File: config.mk
export PLATFORM = sky130hd
export DESIGN_NAME = synth_voice_allocator_top
export DESIGN_NICKNAME = d
export VERILOG_FILES = /design/src/svalloc_pkg.sv /design/src/synth_voice_allocator_top.sv /design/src/svalloc_ctrl.sv /design/src/svalloc_dp.sv
export SDC_FILE = /design/constraint.sdc
export NUM_CORES = 1
export LEC_CHECK = 0
export BUFFER_PORTS_ARGS = -buffer_cell sky130_fd_sc_hd__buf_2
export CORE_MARGIN = 3
export CORE_UTILIZATION = 25
export DETAILED_ROUTE_END_ITERATION = 6
export PLACE_DENSITY = 0.43
export SLEW_MARGIN = 20
export SYNTH_ARGS = -nofsm -noshare
export SYNTH_HDL_FRONTEND = slang
export SYNTH_HIERARCHICAL = 1
export SYNTH_SLANG_ARGS = --single-unit
File: constraint.sdc
create_clock -name clock -period 11.7 [get_ports clock]
set_input_delay 2.34 -clock clock [delete_from_list [all_inputs] [get_ports clock]]
set_output_delay 2.34 -clock clock [all_outputs]
set_load 0.005 [all_outputs]
File: src/svalloc_pkg.sv
// ----------------------------------------------------------------------------
// svalloc_pkg
// Shared types, codes and defaults of the polyphonic voice allocator.
// ----------------------------------------------------------------------------
package svalloc_pkg;

   // Default sizes
   localparam int VOICES_DEF = 8;
   localparam int OSC_DEF    = 4;

   // Width of the oscillator enable register
   localparam int MASK_W = 4;
   localparam logic [MASK_W-1:0] MASK_RESET = 4'b0001;

   // Operation codes
   localparam logic [1:0] OP_NOTE_ON  = 2'd0;
   localparam logic [1:0] OP_NOTE_OFF = 2'd1;
   localparam logic [1:0] OP_REPORT   = 2'd2;

   // Envelope stage codes
   localparam logic [2:0] ST_IDLE    = 3'd0;
   localparam logic [2:0] ST_ATTACK  = 3'd1;
   localparam logic [2:0] ST_RELEASE = 3'd4;

   // Request item
   typedef struct packed {
      logic [1:0]  operation;
      logic [6:0]  note;
      logic [31:0] time_now;
      logic [2:0]  report_voice;
      logic [1:0]  report_osc;
      logic [2:0]  report_stage;
   } req_item_type;

   // Response item
   typedef struct packed {
      logic [2:0] voice_chosen;
      logic       found;
      logic       stolen;
   } rsp_item_type;

   // Sequencer states
   typedef enum logic [1:0] {
      SEQ_IDLE,
      SEQ_SCAN,
      SEQ_COMMIT
   } seq_state_type;

   // Sequencer to datapath controls
   typedef struct packed {
      logic accept;
      logic scan;
      logic first;
      logic commit;
   } seq_ctl_type;

endpackage

File: src/synth_voice_allocator_top.sv
// ----------------------------------------------------------------------------
// synth_voice_allocator_top
// Polyphonic voice allocator with oldest-voice stealing.
// ----------------------------------------------------------------------------
// Usage:
//   Drive req_item and raise start; the item is taken at a clock edge where
//   start is high and busy is low. busy stays high while the item is worked.
//   Note on and note off walk the voices one per cycle through a single
//   start-time comparator, then update the tables in a single commit step.
//   Each item gives exactly one response: rsp_valid is high for one cycle
//   with rsp_item, and the receiver must take it then (it cannot stall).
//   The next item can be taken in the response cycle, so the voice scan
//   sets how often note on and note off items can be taken.
//   The enable register is written through csr_valid/csr_wdata (csr_ready
//   is always high) and should only change while the block is idle.
//   Synchronous reset empties all voices (note 0, time 0, stages idle),
//   sets the enable register to oscillator 0 only and drops busy and
//   rsp_valid. No clearing pass follows reset.
// ----------------------------------------------------------------------------
module synth_voice_allocator_top import svalloc_pkg::*; #(
   parameter int VOICES      = VOICES_DEF,
   parameter int OSCILLATORS = OSC_DEF
) (
   input  logic              clock,
   input  logic              reset,
   input  logic              start,
   output logic              busy,
   input  req_item_type      req_item,
   output logic              rsp_valid,
   output rsp_item_type      rsp_item,
   input  logic              csr_valid,
   output logic              csr_ready,
   input  logic [MASK_W-1:0] csr_wdata
);

   localparam int IDX_W = (VOICES > 1) ? $clog2(VOICES) : 1;

   seq_ctl_type      ctl;
   logic [IDX_W-1:0] idx;

   assign csr_ready = 1'b1;

   // Sequencer
   svalloc_ctrl #(
      .VOICES (VOICES)
   ) u_ctrl (
      .clock     (clock),
      .reset     (reset),
      .start     (start),
      .operation (req_item.operation),
      .busy      (busy),
      .ctl       (ctl),
      .idx       (idx)
   );

   // Tables and scan datapath
   svalloc_dp #(
      .VOICES      (VOICES),
      .OSCILLATORS (OSCILLATORS)
   ) u_dp (
      .clock     (clock),
      .reset     (reset),
      .ctl       (ctl),
      .idx       (idx),
      .req_item  (req_item),
      .csr_we    (csr_valid && csr_ready),
      .csr_wdata (csr_wdata),
      .rsp_valid (rsp_valid),
      .rsp_item  (rsp_item)
   );

endmodule

File: src/svalloc_ctrl.sv
// ----------------------------------------------------------------------------
// svalloc_ctrl
// Sequencer: accepts an item, walks the voice index once for note on and
// note off (other operations skip the walk), then issues a single commit step.
// ----------------------------------------------------------------------------
module svalloc_ctrl import svalloc_pkg::*; #(
   parameter int VOICES = VOICES_DEF,
   localparam int IDX_W = (VOICES > 1) ? $clog2(VOICES) : 1
) (
   input  logic             clock,
   input  logic             reset,
   input  logic             start,
   input  logic [1:0]       operation,
   output logic             busy,
   output seq_ctl_type      ctl,
   output logic [IDX_W-1:0] idx
);

   seq_state_type    state_ff, state_in;
   logic [IDX_W-1:0] idx_ff, idx_in;
   logic             accept;
   logic             last;

   assign accept = start && (state_ff == SEQ_IDLE);
   assign last   = (idx_ff == IDX_W'(VOICES - 1));

   // Next state
   always_comb begin
      state_in = state_ff;
      case (state_ff)
         SEQ_IDLE: begin
            if (accept) begin
               if (operation == OP_NOTE_ON || operation == OP_NOTE_OFF) begin
                  state_in = SEQ_SCAN;
               end else begin
                  state_in = SEQ_COMMIT;
               end
            end
         end
         SEQ_SCAN: begin
            if (last) begin
               state_in = SEQ_COMMIT;
            end
         end
         SEQ_COMMIT: state_in = SEQ_IDLE;
         default:    state_in = SEQ_IDLE;
      endcase
   end

   // Scan index: restart on accept, advance while scanning
   always_comb begin
      idx_in = idx_ff;
      if (accept) begin
         idx_in = '0;
      end else if (state_ff == SEQ_SCAN && !last) begin
         idx_in = idx_ff + 1'b1;
      end
   end

   // Outputs
   always_comb begin
      ctl.accept = accept;
      ctl.scan   = 1'b0;
      ctl.commit = 1'b0;
      ctl.first  = (idx_ff == '0);
      busy       = 1'b1;
      case (state_ff)
         SEQ_IDLE:   busy       = 1'b0;
         SEQ_SCAN:   ctl.scan   = 1'b1;
         SEQ_COMMIT: ctl.commit = 1'b1;
         default:    busy       = 1'b0;
      endcase
   end

   assign idx = idx_ff;

   always_ff @(posedge clock) begin
      if (reset) begin
         state_ff <= SEQ_IDLE;
         idx_ff   <= '0;
      end else begin
         state_ff <= state_in;
         idx_ff   <= idx_in;
      end
   end

endmodule

File: src/svalloc_dp.sv
// ----------------------------------------------------------------------------
// svalloc_dp
// Voice tables, shared start-time comparator, scan trackers and response
// register of the voice allocator.
// ----------------------------------------------------------------------------
module svalloc_dp import svalloc_pkg::*; #(
   parameter int VOICES      = VOICES_DEF,
   parameter int OSCILLATORS = OSC_DEF,
   localparam int IDX_W = (VOICES > 1) ? $clog2(VOICES) : 1,
   localparam int OSC_W = (OSCILLATORS > 1) ? $clog2(OSCILLATORS) : 1
) (
   input  logic              clock,
   input  logic              reset,
   input  seq_ctl_type       ctl,
   input  logic [IDX_W-1:0]  idx,
   input  req_item_type      req_item,
   input  logic              csr_we,
   input  logic [MASK_W-1:0] csr_wdata,
   output logic              rsp_valid,
   output rsp_item_type      rsp_item
);

   typedef logic [OSCILLATORS-1:0][2:0] row_type;

   logic [MASK_W-1:0] mask_ff;
   req_item_type      item_ff;
   logic [6:0]        note_ff [VOICES];
   logic [31:0]       time_ff [VOICES];
   row_type           env_ff  [VOICES];

   // Scan trackers
   logic              have_ff;
   logic [IDX_W-1:0]  pick_ff;
   row_type           pick_row_ff;
   logic [IDX_W-1:0]  old_ff;
   logic [31:0]       best_time_ff;

   logic              rsp_valid_ff;
   rsp_item_type      rsp_ff, rsp_in;

   logic [OSCILLATORS-1:0] osc_en;
   row_type           row_rd;
   logic [31:0]       time_rd;
   logic              older;
   logic              row_idle;
   logic              row_active;
   logic              is_on;
   logic              is_off;
   logic              take_old;
   logic              take_pick;
   logic [IDX_W-1:0]  commit_v;
   logic              rep_ok;
   logic [IDX_W-1:0]  rep_v;
   logic [OSC_W-1:0]  rep_o;

   // Oscillators beyond the register width are never enabled
   assign osc_en = OSCILLATORS'({{OSCILLATORS{1'b0}}, mask_ff});

   assign is_on  = (item_ff.operation == OP_NOTE_ON);
   assign is_off = (item_ff.operation == OP_NOTE_OFF);

   // Read the voice under scan
   assign row_rd  = env_ff[idx];
   assign time_rd = time_ff[idx];

   // Shared comparator: scanned start time against the tracked one
   assign older = (time_rd < best_time_ff);

   always_comb begin
      row_idle   = 1'b1;
      row_active = 1'b0;
      for (int o = 0; o < OSCILLATORS; o++) begin
         if (osc_en[o] && row_rd[o] != ST_IDLE) begin
            row_idle = 1'b0;
            if (row_rd[o] != ST_RELEASE) begin
               row_active = 1'b1;
            end
         end
      end
   end

   // Note on tracks the oldest voice and an idle voice; note off tracks the oldest match
   assign take_old  = ctl.scan && is_on && (ctl.first || older);
   assign take_pick = ctl.scan && (is_on ? row_idle
                    : (is_off && note_ff[idx] == item_ff.note && row_active
                       && (!have_ff || older)));

   always_ff @(posedge clock) begin
      if (ctl.accept) begin
         item_ff <= req_item;
      end
      if (take_old || (take_pick && is_off)) begin
         best_time_ff <= time_rd;
      end
      if (take_old) begin
         old_ff <= idx;
      end
      if (take_pick) begin
         pick_ff     <= idx;
         pick_row_ff <= row_rd;
      end
   end

   always_ff @(posedge clock) begin
      if (reset || ctl.accept) begin
         have_ff <= 1'b0;
      end else if (take_pick) begin
         have_ff <= 1'b1;
      end
   end

   // Commit target and stage report decode
   assign commit_v = (is_on && !have_ff) ? old_ff : pick_ff;
   assign rep_ok   = (32'(item_ff.report_voice) < VOICES)
                  && (32'(item_ff.report_osc) < OSCILLATORS)
                  && (item_ff.report_stage <= ST_RELEASE);
   assign rep_v    = IDX_W'(item_ff.report_voice);
   assign rep_o    = OSC_W'(item_ff.report_osc);

   // Voice tables and enable register
   always_ff @(posedge clock) begin
      if (reset) begin
         mask_ff <= MASK_RESET;
         for (int v = 0; v < VOICES; v++) begin
            note_ff[v] <= '0;
            time_ff[v] <= '0;
            env_ff[v]  <= '0;
         end
      end else begin
         if (csr_we) begin
            mask_ff <= csr_wdata;
         end
         if (ctl.commit) begin
            if (is_on) begin
               note_ff[commit_v] <= item_ff.note;
               time_ff[commit_v] <= item_ff.time_now;
               for (int o = 0; o < OSCILLATORS; o++) begin
                  if (osc_en[o]) begin
                     env_ff[commit_v][o] <= ST_ATTACK;
                  end
               end
            end else if (is_off) begin
               for (int o = 0; o < OSCILLATORS; o++) begin
                  if (have_ff && osc_en[o] && pick_row_ff[o] != ST_IDLE) begin
                     env_ff[pick_ff][o] <= ST_RELEASE;
                  end
               end
            end else if (item_ff.operation == OP_REPORT && rep_ok) begin
               env_ff[rep_v][rep_o] <= item_ff.report_stage;
            end
         end
      end
   end

   // Response
   always_comb begin
      rsp_in = '0;
      if (is_on) begin
         rsp_in.voice_chosen = 3'(commit_v);
         rsp_in.found        = 1'b1;
         rsp_in.stolen       = !have_ff;
      end else if (is_off && have_ff) begin
         rsp_in.voice_chosen = 3'(pick_ff);
         rsp_in.found        = 1'b1;
      end
   end

   always_ff @(posedge clock) begin
      if (ctl.commit) begin
         rsp_ff <= rsp_in;
      end
   end

   always_ff @(posedge clock) begin
      if (reset) begin
         rsp_valid_ff <= 1'b0;
      end else begin
         rsp_valid_ff <= ctl.commit;
      end
   end

   assign rsp_valid = rsp_valid_ff;
   assign rsp_item  = rsp_ff;

endmodule

**Yosys cells after proc, flatten, opt, wreduce, memory -nomap -nowiden**

Memories as Yosys holds them, arrays and structs flattened. A register that Yosys moved wholly into a read port is not among the register bits.
Index checks and enable logic that the tools add are counted.

- Flip-flop bits (word level): 115
- Latch bits: 0
- Memory bits (writable): 408
- Bits in read-only memories: 0
- Bits of input ports: 57
- Output and inout bits: 8
- Word-level logic and storage cells: 196
- Memories kept: 3

Memories:

| memory | depth | width | rd ports | clocked after memory_dff | wr ports | line | RTL |
|---|---|---|---|---|---|---|---|
| u_dp.time_ff | 8 | 32 | 1 | 1 | 8 | svalloc_dp.sv:28 | `logic [31:0] time_ff [VOICES];` |
| u_dp.env_ff | 8 | 12 | 1 | 1 | 8 | svalloc_dp.sv:29 | `row_type env_ff [VOICES];` |
| u_dp.note_ff | 8 | 7 | 1 | 1 | 8 | svalloc_dp.sv:27 | `logic [6:0] note_ff [VOICES];` |

- Add/subtract/negate cells: 1
- $mul: 0
- Div/mod/pow operators: 0
- Order comparisons: 4
- Equality and inequality tests: 13
- Shift operators: 0
- Muxes and demuxes: 102
- Bitwise logic cells: 0
- Reductions and logical operators: 52

Operators with widths:

| kind | number |
|---|---|
| 1-bit two-way mux | 73 |
| 12-bit two-way mux | 5 |
| 3-bit two-way mux | 13 |
| 12-bit OR reduction | 3 |
| 32-bit < comparator | 1 |
| 32-bit two-way mux | 1 |
| 32-bit OR reduction | 1 |
| 1-bit logical AND | 25 |
| 3-bit nonzero test | 8 |
| 4-bit two-way mux | 4 |
| 3-bit != test, second input constant | 4 |
| 7-bit == test | 1 |
| 7-bit two-way mux | 1 |
| 7-bit OR reduction | 1 |
| 3-bit demux with 2-bit select | 1 |
| 2-bit by 1-bit == test with 1-bit output, second input constant | 3 |
| 2-bit zero test | 3 |
| 2-bit two-way mux | 3 |
| 1-bit logical OR | 5 |
| 2-bit == test, second input constant | 2 |
| 2-bit by 1-bit != test with 1-bit output, second input constant | 2 |
| 2-bit case mux with 2 select lines | 1 |
| 2-bit OR reduction | 2 |
| 3-bit by 1-bit adder with 3-bit output, second input constant | 1 |
| other kinds (7) | 8 |

**Depth between registers and ports, before layout**

- Depth after elaboration: 15
- Mapped depth: 15
- Gate-level depth less buffers: 10

**By module**

The synthesis kept the hierarchy.

Modules (own cells, without submodules):

| module | times used | cells each | area each (sq um) | sequential area each (sq um) |
|---|---|---|---|---|
| svalloc_dp | 1 | 1487 | 22983.3 | 15494.9 |
| svalloc_ctrl | 1 | 36 | 336.6 | 100.1 |
| synth_voice_allocator_top | 1 | 2 | 11.3 | 0.0 |

**Worst setup path after synthesis**

OpenSTA, ideal clock, no wires.

- Path type: register to register
- Start: register u_ctrl.idx_ff[0], in the netlist u_ctrl/idx[0]
- End: register u_dp.best_time_ff[0], enable pin
- Arrival: 5.786 ns
- Required time: 11.234 ns
- Setup slack: 5.448 ns
- Cell stages (with the launch flop): 16
- Period minus slack after synthesis: 6.252 ns
- Cell sequence: dfxtp_1 buf_6 buf_6 buf_4 buf_4 buf_2 mux4_2 mux2_2 ha_1 a21o_1 a21o_1 a221oi_1 o31ai_1 a211oi_1 nor2_1 o21ai_0

- Cells in the longest elaborated chain, start to end: 4

RTL lines:

| item | line | RTL |
|---|---|---|
| start, declared | svalloc_ctrl.sv:20 | `logic [IDX_W-1:0] idx_ff, idx_in;` |
| start signal, assigned | svalloc_ctrl.sv:83 | `idx_ff <= idx_in;` |
| 3-bit zero test | svalloc_ctrl.sv:65 | `ctl.first = (idx_ff == '0);` |
| 1-bit logical OR | svalloc_dp.sv:83 | `assign take_old = ctl.scan && is_on && (ctl.first \|\| older);` |
| 1-bit logical AND | svalloc_dp.sv:83 |  |
| 1-bit logical OR | svalloc_dp.sv:92 | `if (take_old \|\| (take_pick && is_off)) begin` |
| end signal, assigned | svalloc_dp.sv:93 | `best_time_ff <= time_rd;` |
| end, declared | svalloc_dp.sv:36 | `logic [31:0] best_time_ff;` |

No other way between the ends.
A chain may end at the register's enable or synchronous reset.

==> flow_metrics.env <==
export IMPL_status="finished, final reports clean"
export IMPL_timing_critical_path_mode_cell="a211oi_1"
export IMPL_ys_async_sr_fraction=0
export IMPL_cts_buffers=56
export IMPL_ant_nets=0
export IMPL_coreArea_um2=92100
export IMPL_end_kind="flip-flop"
export IMPL_portBuffers=63
export IMPL_cpLargestDelayFamily="compound AO/OA/AOI/OAI gates"
export IMPL_io_pins=65
export IMPL_hold_class="reg2reg"
export IMPL_p_per_area_nw_per_um2=154
export IMPL_crit_path_max_fanout=80
export IMPL_synth_edff_count=512
export IMPL_diodes=0
export IMPL_utilization=0.292
export IMPL_layout_area_seq_um2=15600
export IMPL_wl_mm=62.3
export IMPL_start_util=0.253
export IMPL_die_h_um=311
export IMPL_syn_nets=1619
export IMPL_drc=0
export IMPL_yosys_area_top_type="edfxtp_1"
export IMPL_tightest_slew_ps=1060
export IMPL_grt_pass1_wl_mm=91.8
export IMPL_clkLatencyLatePin_ps=610
export IMPL_period_minus_slack_ps=5580
export IMPL_ys_types=55
export IMPL_critical_path_required_ps=11930
export IMPL_synth_area_leaders="edfxtp_1, mux4_2, and2_1, nor2_1, ha_1"
export IMPL_synth_ff_type="edfxtp_1"
export IMPL_cts_post_setup_buffers_inserted=0
export IMPL_avgSynthCellArea_um2=15.3
export IMPL_ctsResizeCount=0
export IMPL_ys_ff_latch=523
export IMPL_gr_usage_all_layers=0.128
export IMPL_worstSetupStartpointType="flip-flop"
export IMPL_cap_violations=0
export IMPL_place_congestion=0.788
export IMPL_drive_gt1_frac=0.198
export IMPL_grt_max_degree=81
export IMPL_setup_tns_ps=0
export IMPL_grt_ovfl_total=0
export IMPL_multi_input_comb_area_um2=7290
export IMPL_hold_violations=0
export IMPL_dieWidth_um=311
export IMPL_yosysSeqAreaShare=0.668
export IMPL_root_buffer="clkbuf_16"
export IMPL_slew_violations=0
export IMPL_ctsHoldBuffers=0
export IMPL_vias=12300
export IMPL_worstSetupPathType="reg2reg"
export IMPL_netlist_area_um2=23300
export IMPL_syn_inst=1525
export IMPL_fp_row_count=111
export IMPL_antenna_found_initial=1
export IMPL_max_slew_margin=0.293
export IMPL_yosys_warnings=6
export IMPL_fin_crit_sh=0.477
export IMPL_leakage_nw=9.31
export IMPL_dieArea_um2=97000
export IMPL_rsz0062_at_grt="false"
export IMPL_max_stage_delay_ps=790
export IMPL_hpwl_mm=39.1
export IMPL_n_fill_cell=9125
export IMPL_cts_tree="done"
export IMPL_layout_nets=1669
export IMPL_drtPass1Iterations=5
export IMPL_grt_pass1_vias=13400
export IMPL_numClockSinks=523
export IMPL_path_buf_inv=1
export IMPL_area_growth_pct=15.2
export IMPL_clock_fmax_ghz=0.179
export IMPL_drt_first_iter_violations=814
export IMPL_clock_tree_htree_level_count=2
export IMPL_crit_slowest_cell="dfxtp_4"
export IMPL_setup_viol=0
export IMPL_netlist_area_leader_share=0.659
export IMPL_crit_chain="buf_12 -> mux4_2 -> mux2_2 -> ha_1 -> a21oi_1 -> o21ai_0 -> a211oi_1 -> o31ai_1 -> a211oi_1 -> o21ai_1 -> nand2b_1"
export IMPL_finClkSkew_ps=9.31
export IMPL_cp_arrival_ps=5810
export IMPL_wl_per_cell_um=21.8
export IMPL_ir_drop_mv=0.115
export IMPL_viasPerCell=4.31
export IMPL_path_clk_slew_ps=60
export IMPL_clock_path_buffers=3
[worst min-delay path: cells and delay by family (launching register included)]
kind	cells	cell delay [ps]
flops	1	320
compound gates	2	140
[metrics by stage]
stage	worst slack, ps	total power [mW]	hold WS [ps]	area [µm²]	std cells
after floorplan	5450	2.33	466	23300	1525
after global placement	5580	2.44	484	25000	2757
after detailed placement	5780	2.44	497	25000	2758
after CTS	6110	4.21	506	26800	2856
after global routing	5870	4.30	537	26900	2858
final	6120	4.14	510	26900	2858
[cells by family after synthesis]
| family | Yosys count | synth area share |
|---|---|---|
| AO/OA/AOI/OAI | 68 | 0.0206 |
| flip-flops | 523 | 0.668 |
| adder cells (fa/ha/maj) | 37 | 0.0198 |
| buffers and inverters | 126 | 0.0236 |
| multiplexers | 156 | 0.120 |
| AND/OR/NAND/NOR | 606 | 0.144 |
| other | 1 | 0.000161 |
| XOR/XNOR | 8 | 0.00300 |
[metal layers]
| layer | vias to the layer above | track usage | wire length, µm |
|---|---|---|---|
| li1 | 5710 | - | - |
| met1 | 6271 | 0.156 | 25900 |
| met2 | 223 | 0.227 | 32000 |
| met3 | 107 | 0.0196 | 2020 |
| met4 | 0 | 0.0483 | 2320 |
| met5 | - | 0 | 0 |
[final timing paths]
kind	endpoint	start	cells after the start	slack [ps]
max	u_dp/pick_row_ff[0]$_DFFE_PP_	u_ctrl/idx[0]$_SDFFE_PP0P_	11	6120
min	u_ctrl/state_ff[0]$_SDFFE_PP0P_	u_ctrl/state_ff[0]$_SDFFE_PP0P_	2	510
max reg2reg	u_dp/pick_row_ff[0]$_DFFE_PP_	u_ctrl/idx[0]$_SDFFE_PP0P_	11	6120
min reg2reg	u_ctrl/state_ff[0]$_SDFFE_PP0P_	u_ctrl/state_ff[0]$_SDFFE_PP0P_	2	510
[flip-flops by register name (all words and copies together), names as in the netlist, 4 cells and up]
signal	flops
u_dp/best_time_ff	32
u_dp/env_ff	96
u_dp/item_ff	44
u_dp/mask_ff	4
u_dp/note_ff	56
u_dp/pick_row_ff	12
u_dp/rsp_item	5
u_dp/time_ff	256
[cell type report]
class / count / area share
clock inverters: 29 / 0.00983
inverters: 41 / 0.00573
flip-flops and latches: 523 / 0.581
repair buffers: 77 / 0.0183
clock buffers: 69 / 0.0559
well taps: 1243 / 0.0579
multi-input cells: 876 / 0.271
[power breakdown]
part	leakage, nW	switching (mW)	internal [mW]	total [mW]
Combinational	3.18	0.124	0.0782	0.202
Clock	0.854	0.732	1.01	1.74
Sequential	5.28	0.0617	2.13	2.19
Total	9.31	0.918	3.22	4.14
[cell usage in the layout, fill, tap and decap left out, drive strengths merged, types with 2 or more instances in the layout]
cell type  Yosys  routed
nor4           3       3
or3            4       4
a22oi          4       4
a221o          2       2
and2         315     315
nor2         129     129
nand2b        36      36
xnor2          8       8
or2           10      10
ha            37      37
a221oi         6       6
nor3          14      14
mux2          35      35
bufinv         0       5
dfxtp         11      11
nand4         13      13
o31ai          5       5
o21ai         14      14
clkinv         0      20
and3           2       2
a21o           6       6
and4           2       2
edfxtp       512     512
nand2         55      55
o311ai         3       3
o221a          2       2
mux4          96      96
o221ai         3       3
nor2b         13      13
clkbuf        59      69
clkinvlp       0       4
nand3          7       7
a21oi         12      12
a211oi         3       3
inv           41      41
mux2i         25      25
buf           26      77
a22o           2       2
[synth_stat cells (all sizes together) (14+ instances only)]
library cell and count:
o21ai 14, nor2 129, nor3 14, and2 315, clkbuf 59, mux2 35
nand2 55, nand2b 36, mux2i 25, mux4 96, inv 41, buf 26
ha 37, edfxtp 512
Note: power is estimated with default switching activity, not from simulation.
